### src/rtl/smf_pkg.sv
// Shared constants and types of the sliding median filter.
`default_nettype none

package smf_pkg;

    localparam int SMF_SAMPLE_W   = 32;
    localparam int SMF_CFG_W      = 4;
    localparam int SMF_MAX_WINDOW = 15;
    localparam logic [SMF_CFG_W-1:0] SMF_WINDOW_RESET = 4'd5;

    // Per-cycle commands broadcast to every cell of the chain.
    typedef struct packed {
        logic shift;   // take a new item: shift the history, reload probe, clear rank
        logic run;     // one ranking step: compare probe, advance probe chain
    } t_cell_ctrl;

endpackage

`default_nettype wire

### src/rtl/smf_cell.sv
// One cell of the ranking chain: a history slot, a travelling probe and a rank counter.
`default_nettype none

module smf_cell import smf_pkg::*; #(
    parameter int IDX   = 0,
    parameter int CNT_W = 4
) (
    input  wire logic                           i_clk,
    input  wire t_cell_ctrl                     i_ctrl,
    input  wire logic signed [SMF_SAMPLE_W-1:0] i_prev_sample,
    input  wire logic signed [SMF_SAMPLE_W-1:0] i_next_probe,
    input  wire logic [CNT_W-1:0]               i_step,
    input  wire logic [CNT_W-1:0]               i_window,
    input  wire logic [CNT_W-1:0]               i_med_idx,
    output logic signed [SMF_SAMPLE_W-1:0]      o_sample,
    output logic signed [SMF_SAMPLE_W-1:0]      o_probe,
    output logic                                o_hit
);

    localparam logic [CNT_W-1:0] MY_IDX = CNT_W'(IDX);

    logic signed [SMF_SAMPLE_W-1:0] r_sample;
    logic signed [SMF_SAMPLE_W-1:0] r_probe;
    logic [CNT_W-1:0]               r_rank;
    logic                           in_window;
    logic [CNT_W:0]                 probe_pos;
    logic                           wrapped;
    logic                           below;

    assign in_window = MY_IDX < i_window;
    // The probe seen at step k started in slot (IDX + k) mod W; once that sum
    // reaches W it has wrapped round and came from a newer slot than this one.
    assign probe_pos = {1'b0, MY_IDX} + {1'b0, i_step};
    assign wrapped   = probe_pos >= {1'b0, i_window};
    // Ties are broken by position so that equal values get distinct ranks.
    assign below = (r_probe < r_sample) || ((r_probe == r_sample) && wrapped);

    always_ff @(posedge i_clk) begin
        if (i_ctrl.shift) begin
            r_sample <= i_prev_sample;
            r_probe  <= i_prev_sample;
            r_rank   <= '0;
        end else if (i_ctrl.run) begin
            r_probe <= i_next_probe;
            if (in_window && below) begin
                r_rank <= r_rank + 1'b1;
            end
        end
    end

    assign o_sample = r_sample;
    assign o_probe  = r_probe;
    assign o_hit    = in_window && (r_rank == i_med_idx);

endmodule

`default_nettype wire

### config.mk
export PLATFORM = sky130hd
export DESIGN_NAME = smf_cell
export DESIGN_NICKNAME = d
export VERILOG_FILES = /design/src/rtl/smf_pkg.sv /design/src/rtl/smf_cell.sv
export SDC_FILE = /design/constraint.sdc
export NUM_CORES = 1
export LEC_CHECK = 0
export ABC_AREA = 1
export BUFFER_PORTS_ARGS = -buffer_cell sky130_fd_sc_hd__buf_2
export CAP_MARGIN = 40
export CELL_PAD_IN_SITES_DETAIL_PLACEMENT = 0
export CELL_PAD_IN_SITES_GLOBAL_PLACEMENT = 1
export CORE_UTILIZATION = 36
export DETAILED_ROUTE_END_ITERATION = 8
export HOLD_SLACK_MARGIN = 0.08
export PLACE_DENSITY = 0.88
export SLEW_MARGIN = 0
export SYNTH_ARGS = -nofsm -noshare
export SYNTH_HDL_FRONTEND = slang
export SYNTH_SLANG_ARGS = --single-unit
### constraint.sdc
create_clock -name i_clk -period 2.65 [get_ports i_clk]
set_input_delay 0.3975 -clock i_clk [delete_from_list [all_inputs] [get_ports i_clk]]
set_output_delay 0.3975 -clock i_clk [all_outputs]
set_load 0.02 [all_outputs]
==> impl_metrics.yaml, run 1 <==
synth:
  synth_top_area_share_pct: 53.4
  syn_avg_cell_area_um2: 9.65
  synth-edff-count: 64
  syn_inst: 373
  synth_nets: 489
  synth_area_um2: 3600
  ys_seq_elements: 68
  synth_largest_area_cell: "edfxtp_1"
  synth_common_cells: "139 x nand2_1, 64 x edfxtp_1, 57 x inv_1"
  yosysMostFrequentCell: "nand2_1"
  synth_seq_area_share_pct: 55.6
  yosys_warnings: 0
  synth-async-reset-ratio_pct: 0
  synthTopCellsByArea: "edfxtp_1 53%, nand2_1 14%, ha_1 13%"
  synth_ff_type: "edfxtp_1"
  ys_types: 24
global_route:
  grt_max_degree: 65
  grt_pass1_vias: 2903
  overflow: 0
  grt_usage_pct: 16.5
  antenna_found_initial: 0
  grt_pass1_wl_um: 12900
clock_network:
  post-cts-setup-buffers: 0
  clk_path_buf_depth: 2
  htree_levels: 3
  clock_sinks: 68
  ctsHoldBuffers: 0
  cts_tree: "built"
  cts_root_buf: "clkbuf_8"
  clkLatencyLatePin_ns: 0.35
  cts_buffers: 9
  cts_resized: 0
  clkTransAtPathRegs_ns: 0.08
setup_path:
  path_class: "flip-flop to flip-flop"
  setup.worst_path.end_class: "flip-flop"
  path_cells: "ha_1 -> nand2_1 -> nor2_1 -> nand4_1 -> nor3b_2 -> nand2_1 -> nand3_1 -> nand3_4 -> nand3_2 -> nand2_1 -> inv_1 -> nor2_1"
  path_buf_inv: 1
  ff2ff_path_depth: 12
  start_kind: "flip-flop"
  path_max_fanout: 7
  r2r_start: "o_probe[23]"
  cpMostUsedCell: "nand2_1"
  critPathSlowestCell: "edfxtp_1"
  cpPeakStageDelay_ns: 0.41
  cp.arrival_ns: 2.19
  worst-r2r-setup-slack_ns: 0.71
  reg2reg_to: "r_rank[1]"
  crit_required_ns: 2.90
  cp_top_family: "simple AND/OR/NAND/NOR gates"
  crit_path_start: "o_probe[23]"
route:
  drc: 0
  vias_per_cell: 4.52
  ant_nets: 0
  wl_um: 8190
  drt_first_pass_iters: 4
  routedWlPerCell_um: 12.4
  dr_total_vias: 2991
  drtIter0Drc: 111
hold_path:
  min_to: "o_sample[12]"
  holdCritStartpoint: "i_prev_sample[12]"
  min_path_type: "input port to flip-flop"
  hold_path_depth: 1
place:
  dp_hpwl_um: 6260
  gp_congestion: 0.777
  place.port_buffers: 143
  placed_area_um2: 4490
timing:
  setup_viol: 0
  worst_pin_slew_ns: 0.745
  whs_ns: 0.231
  clock_skew_ns: 0.00731
  timing_max_transition_violations_final: 0
  min_period_ns: 1.94
  max_slew_margin_pct: 50.3
  max_clock_freq_mhz: 516
  rsz0062_at_grt: "false"
  setup_tns_ns: 0
  fin_crit_sh_pct: 73.1
  hold_viol_final: 0
floorplanning:
  initial_core_util_pct: 37.0
  core-area_um2: 9730
  die_h_um: 102
  rows: 36
  fp.dieW_um: 102
  io_pins: 144
  design.die.area_um2: 10400
power_and_ir_drop:
  power_density_nw_per_um2: 640
  peakVddDrop_mv: 0.260
  p_leak_nw: 2.47
layout:
  layout.nets: 640
  drive_gt1_share_pct: 32.7
  synthToLayoutAreaGrowth_pct: 31.2
  fillers: 951
  antenna_cells: 0
  stdcell_area_um2: 4730
run_status:
  status: "completed"
run:
  drv_cap: 0
## how the worst max path moves through the flow
stage / to / depth (start not counted) / slack (ns)
2_1_floorplan: o_probe[0] / 4 / 0.63
3_3_place_gp: r_rank[3] / 12 / 0.76
3_5_place_dp: r_rank[2] / 12 / 0.72
4_1_cts: r_rank[1] / 12 / 0.71
6_report: r_rank[1] / 12 / 0.71
5_1_grt: r_rank[3] / 13 / 0.43
## registers in the layout (all words and copies together) (netlist names)
name	count
r_rank	4
o_sample	32
o_probe	32
## per-stage QoR
stage / setup WS [ns] / utilization (%) / cells / power [W]
after floorplan: 0.631 / - / 373 / 0.00177
after global placement: 0.761 / 46.1 / 646 / 0.00200
after detailed placement: 0.718 / 46.1 / 646 / 0.00202
after CTS: 0.709 / 48.6 / 662 / 0.00307
after global routing: 0.431 / 48.6 / 662 / 0.00319
final: 0.714 / 48.6 / 662 / 0.00302
## routing by layer
layer	track usage, %	routed length, um	vias up
li1	-	-	1521
met1	19.6	3670	1352
met2	27.6	3840	100
met3	3.90	452	18
met4	9.45	231	0
met5	0	0	-
## report_power, final
group	internal [W]	switching (W)	total (W)	leakage (nW)
Clock	0.000621	0.000415	0.00104	0.115
Sequential	0.00129	0.0000535	0.00134	0.675
Combinational	0.000242	0.000402	0.000644	1.68
Total	0.00215	0.000871	0.00302	2.47
## cell type report
cell class                      count  area [um^2]  share of cell area [%]
Multi-Input combinational cell    240         1360                    28.7
Timing Repair Buffer              147          746                    15.8
Tap cell                          133          166                    3.52
Clock inverter                      7          115                    2.44
Clock buffer                        9          124                    2.62
Inverter                           58          218                    4.61
Sequential cell                    68         2000                    42.4
## cells in the final DEF (no fill, tap or decap), drive strengths merged
| cell | n |
|---|---|
| buf | 147 |
| nand2 | 142 |
| edfxtp | 64 |
| inv | 58 |
| ha | 37 |
| a21oi | 15 |
| nor2 | 14 |
| clkbuf | 9 |
| nand4 | 8 |
| nand3 | 8 |
| dfxtp | 4 |
| nor4 | 3 |
| bufinv | 3 |
| o21ai | 3 |
| xor2 | 2 |
| or2 | 2 |
| a21o | 2 |
| o21a | 2 |
| clkinvlp | 2 |
| clkinv | 2 |
| nor3b | 1 |
| o211ai | 1 |
## cell families after synthesis
logic type | count (synthesis) | share of synthesized area, %
simple gates | 178 | 20.7
xor+xnor | 2 | 0.487
buf+inv | 65 | 6.78
flops | 68 | 55.6
fa+ha+maj | 37 | 12.9
compound gates | 23 | 3.54
Note: power is estimated with default switching activity, not from simulation.
==> inputs of run 2 (changes only) <==
- clock period: 2.65 -> 1.8 ns (I/O delays scaled with it)
==> impl_metrics.yaml, run 2 (synthesis gave the netlist of run 1 again) <==
route:
  dr_total_vias: 3025
  drt_first_pass_iters: 4
  drtIter0Drc: 53
  routedWlPerCell_um: 12.6
  drc: 0
  vias_per_cell: 4.47
  ant_nets: 0
  wl_um: 8540
layout:
  final_common_cell: "buf_2"
  layout.nets: 657
  antenna_cells: 0
  final_cell_mix: "143 x buf_2, 135 x nand2_1, 64 x edfxtp_1"
  synthToLayoutAreaGrowth_pct: 35.9
  utilization_pct: 50.3
  fillers: 936
  drive_gt1_share_pct: 36.6
floorplanning:
  initial_core_util_pct: 37.0
  io_pins: 144
  core-area_um2: 9730
  fp.dieW_um: 102
  die_h_um: 102
  design.die.area_um2: 10400
  rows: 36
setup_path:
  setup.worst_path.end_class: "flip-flop"
  path_class: "flip-flop to flip-flop"
  start_kind: "flip-flop"
  crit_required_ns: 2.07
  cp.arrival_ns: 2.22
  path_max_fanout: 7
clock_network:
  clk_path_buf_depth: 2
  clkLatencyLatePin_ns: 0.34
  htree_levels: 3
  clkTransAtPathRegs_ns: 0.07
  ctsHoldBuffers: 0
  cts_tree: "built"
  clock_sinks: 68
  cts_buffers: 9
  cts_root_buf: "clkbuf_8"
timing:
  min_period_ns: 1.96
  timing_max_transition_violations_final: 0
  fin_crit_sh_pct: 109
  layout_setup_ws_ns: -0.157
  hold_viol_final: 0
  worst_pin_slew_ns: 0.542
  max_clock_freq_mhz: 511
  clock_skew_ns: 0.0105
  max_slew_margin_pct: 63.9
  rsz0062_at_grt: "true"
  setup_viol: 4
place:
  place.port_buffers: 143
  gp_congestion: 0.766
  dp_hpwl_um: 6490
  dp_slack_ns: -0.0997
run_status:
  violations: "negative setup slack"
  status: "finished with violations"
power_and_ir_drop:
  p_clk_share_pct: 27.6
  switchingPower_w: 0.00126
  swShare_pct: 29.9
  comb_power_share_pct: 25.2
  peakVddDrop_mv: 0.441
  power_w: 0.00421
  power_density_nw_per_um2: 860
  pwr-share-seq_pct: 47.3
  p_leak_nw: 2.54
  p_int_w: 0.00295
global_route:
  antenna_found_initial: 0
  grt_max_degree: 49
  grt_pass1_vias: 2831
  grt_pass1_wl_um: 12800
  overflow: 0
  grt_usage_pct: 16.2
run:
  drv_cap: 0
hold_path:
  min_path_type: "input port to flip-flop"
run 2: cell count changes in the layout (fill, tap and decap cells not counted), moves of 2 or more:
cell and change:
a21oi_2 +2, ha_4 +5, clkinvlp_4 -2, nand2_2 +2, nand3_1 -2, nand2_1 -4
bufinv_16 -2, nand3_2 +2, nand2_4 +2, buf_4 +17, clkinv_1 +2, ha_1 -5
a21oi_1 -2
run 2: routing by layer:
| metal | track usage [%] | part of all wire, % | wire [um] | vias to the layer above |
|---|---|---|---|---|
| met5 | 0 | 0 | 0 | - |
| met4 | 5.60 | 1.0 | 88 | 0 |
| met3 | 3.01 | 4.5 | 388 | 11 |
| met2 | 28.8 | 51 | 4320 | 84 |
| met1 | 19.6 | 44 | 3750 | 1380 |
| li1 | - | - | - | 1550 |
run 2: path summary, 6_finish.rpt:
| check | depth (start not counted) | startpoint | slack (ns) | end |
|---|---|---|---|---|
| setup reg to reg | 13 | o_probe[21] | -0.16 | r_rank[2] |
| setup / recovery | 13 | o_probe[21] | -0.16 | r_rank[2] |
| hold reg to reg | 4 | r_rank[3] | 0.55 | r_rank[3] |
| hold / removal | 1 | i_prev_sample[3] | 0.12 | o_sample[3] |
run 2: critical path, stage by stage (launching register included):
cell and delay, ns:
edfxtp_1 0.45, ha_4 0.31, nand2_4 0.05, nor2_4 0.10
nand4_1 0.12, nor3b_2 0.22, nand2_1 0.09, nand2_1 0.09
nand2_2 0.06, nand3_4 0.13, nand3_2 0.10, nand2_2 0.07
inv_1 0.03, nor2_1 0.08
run 2: metrics by stage:
step           TNS, ns  std cells  cell area, um^2  hold WS (ns)
2_1_floorplan   -0.205        373             3620         0.369
5_1_grt          -1.36        677             4890        0.0990
3_3_place_gp    -0.134        659             4600         0.462
6_report        -0.549        677             4890         0.121
3_5_place_dp    -0.386        659             4600         0.462
4_1_cts         -0.423        674             4780         0.103
run 2: area by class of cell:
type | count | area (um^2) | area share (%)
Tap cell | 133 | 166 | 3.40
Inverter | 58 | 218 | 4.45
Sequential cell | 68 | 2000 | 40.9
Timing Repair Buffer | 164 | 873 | 17.9
Clock inverter | 4 | 42.5 | 0.870
Clock buffer | 10 | 128 | 2.61
Multi-Input combinational cell | 240 | 1460 | 29.9
run 2: repair_timing:
| item | CTS | global route |
|---|---|---|
| pin swaps | 1 | 14 |
| resized for setup | 1 | 14 |
| endpoints found under the setup margin | 4 | 4 |
| setup buffers | 1 | 3 |
run 2: power by group through the flow:
stage / Clock (W) / Sequential (W) / Combinational (W)
after floorplan: 0 / 0.00219 / 0.000415
after global placement: 0 / 0.00201 / 0.000981
after detailed placement: 0 / 0.00202 / 0.00100
after CTS: 0.00119 / 0.00199 / 0.00101
after global routing: 0.00126 / 0.00201 / 0.00119
final: 0.00116 / 0.00199 / 0.00106
==> inputs of run 3 (changes only) <==
- PLACE_DENSITY: 0.88 -> unset
- PLACE_DENSITY_LB_ADDON: unset -> 0.3
==> impl_metrics.yaml, run 3 (synthesis gave the netlist of run 1 again) <==
hold_path:
  hold_path_depth: 1
  holdCritStartpoint: "i_prev_sample[26]"
  min_to: "o_sample[26]"
  min_path_type: "input port to flip-flop"
setup_path:
  worst-r2r-setup-slack_ns: -0.1
  path_max_fanout: 7
  r2r_start: "o_probe[27]"
  cp.arrival_ns: 2.14
  setup.worst_path.end_class: "flip-flop"
  ff2ff_path_depth: 12
  path_class: "flip-flop to flip-flop"
  start_kind: "flip-flop"
  crit_path_start: "o_probe[27]"
  reg2reg_to: "r_rank[1]"
  crit_required_ns: 2.04
layout:
  fillers: 925
  drive_gt1_share_pct: 39.4
  antenna_cells: 0
  final_common_cell: "buf_2"
  multi_input_area_um2: 1490
  synthToLayoutAreaGrowth_pct: 40.2
  final_cell_mix: "143 x buf_2, 134 x nand2_1, 64 x edfxtp_1"
  seq_area_um2: 2000
  layout.nets: 664
  utilization_pct: 51.9
clock_network:
  clock_sinks: 68
  htree_levels: 3
  cts_root_buf: "clkbuf_8"
  cts_tree: "built"
  ctsHoldBuffers: 0
  clkTransAtPathRegs_ns: 0.08
  clkLatencyLatePin_ns: 0.34
  clk_path_buf_depth: 2
  cts_buffers: 9
place:
  gp_congestion: 0.724
  dp_slack_ns: -0.143
  place.port_buffers: 143
  dp_hpwl_um: 6340
timing:
  worst_pin_slew_ns: 0.448
  fin_crit_sh_pct: 105
  layout_setup_ws_ns: -0.0965
  min_period_ns: 1.90
  max_clock_freq_mhz: 527
  setup_viol: 4
  max_slew_margin_pct: 69.8
  clock_skew_ns: 0.00671
  whs_ns: 0.112
  hold_viol_final: 0
  timing_max_transition_violations_final: 0
  rsz0062_at_grt: "true"
floorplanning:
  design.die.area_um2: 10400
  fp.dieW_um: 102
  core-area_um2: 9730
  io_pins: 144
  initial_core_util_pct: 37.0
  rows: 36
  die_h_um: 102
run_status:
  status: "finished with violations"
  violations: "negative setup slack"
route:
  ant_nets: 0
  drt_first_pass_iters: 4
  drtIter0Drc: 68
  wl_um: 8530
  dr_total_vias: 3049
  routedWlPerCell_um: 12.4
  drc: 0
  vias_per_cell: 4.44
global_route:
  overflow: 0
  grt_max_degree: 65
  grt_pass1_vias: 2898
  grt_usage_pct: 16.4
  grt_pass1_wl_um: 13000
  antenna_found_initial: 0
power_and_ir_drop:
  p_leak_nw: 2.60
  peakVddDrop_mv: 0.413
  power_density_nw_per_um2: 912
run:
  drv_cap: 0
[run 3: worst max path at each step]
stage	endpoint	slack [ns]
floorplan	r_rank[2]	-0.05
global placement	r_rank[3]	-0.07
detailed placement	r_rank[3]	-0.14
CTS	r_rank[3]	-0.15
global route	r_rank[1]	-0.25
finish	r_rank[1]	-0.1
[run 3: area by class of cell]
cell class | instances | area share, %
flip-flops and latches | 68 | 39.7
multi-input cells | 240 | 29.4
repair buffers | 171 | 18.6
inverters | 58 | 4.31
well taps | 133 | 3.30
clock buffers | 9 | 2.45
clock inverters | 7 | 2.28
[run 3: layer usage]
metal	track usage (%)	part of all wire, %
met1	21.1	45
met2	27.2	48
met3	3.76	5.0
met4	5.27	1.2
met5	0	0
[run 3: timing repair]
action,CTS,global route
buffers inserted,2,9
pin swaps,11,19
gates resized for setup,4,19
setup endpoints to repair,4,4
[run 3: worst max-delay path, cell delays in order, from the launching register on]
cell      delay, ns
edfxtp_1       0.41
ha_1           0.32
nand2_1        0.08
nor2_2         0.12
nand2_2        0.08
nor3b_2        0.20
nand2_1        0.09
nand3_1        0.12
nand3_4        0.13
nand3_2        0.11
nand2_1        0.06
inv_1          0.05
nor2_1         0.03
[run 3: per-stage QoR]
stage | cell area (um^2) | setup TNS, ns | power (W) | cells
after CTS | 4890 | -0.556 | 0.00458 | 677
after detailed placement | 4610 | -0.468 | 0.00302 | 659
after floorplan | 3620 | -0.205 | 0.00260 | 373
after global routing | 5050 | -0.971 | 0.00485 | 686
final | 5050 | -0.341 | 0.00460 | 686
after global placement | 4610 | -0.215 | 0.00301 | 659
[run 3: where the power goes]
part	switching [W]	internal, W
Combinational	0.000634	0.000459
Sequential	0.0000876	0.00190
Clock	0.000606	0.000915
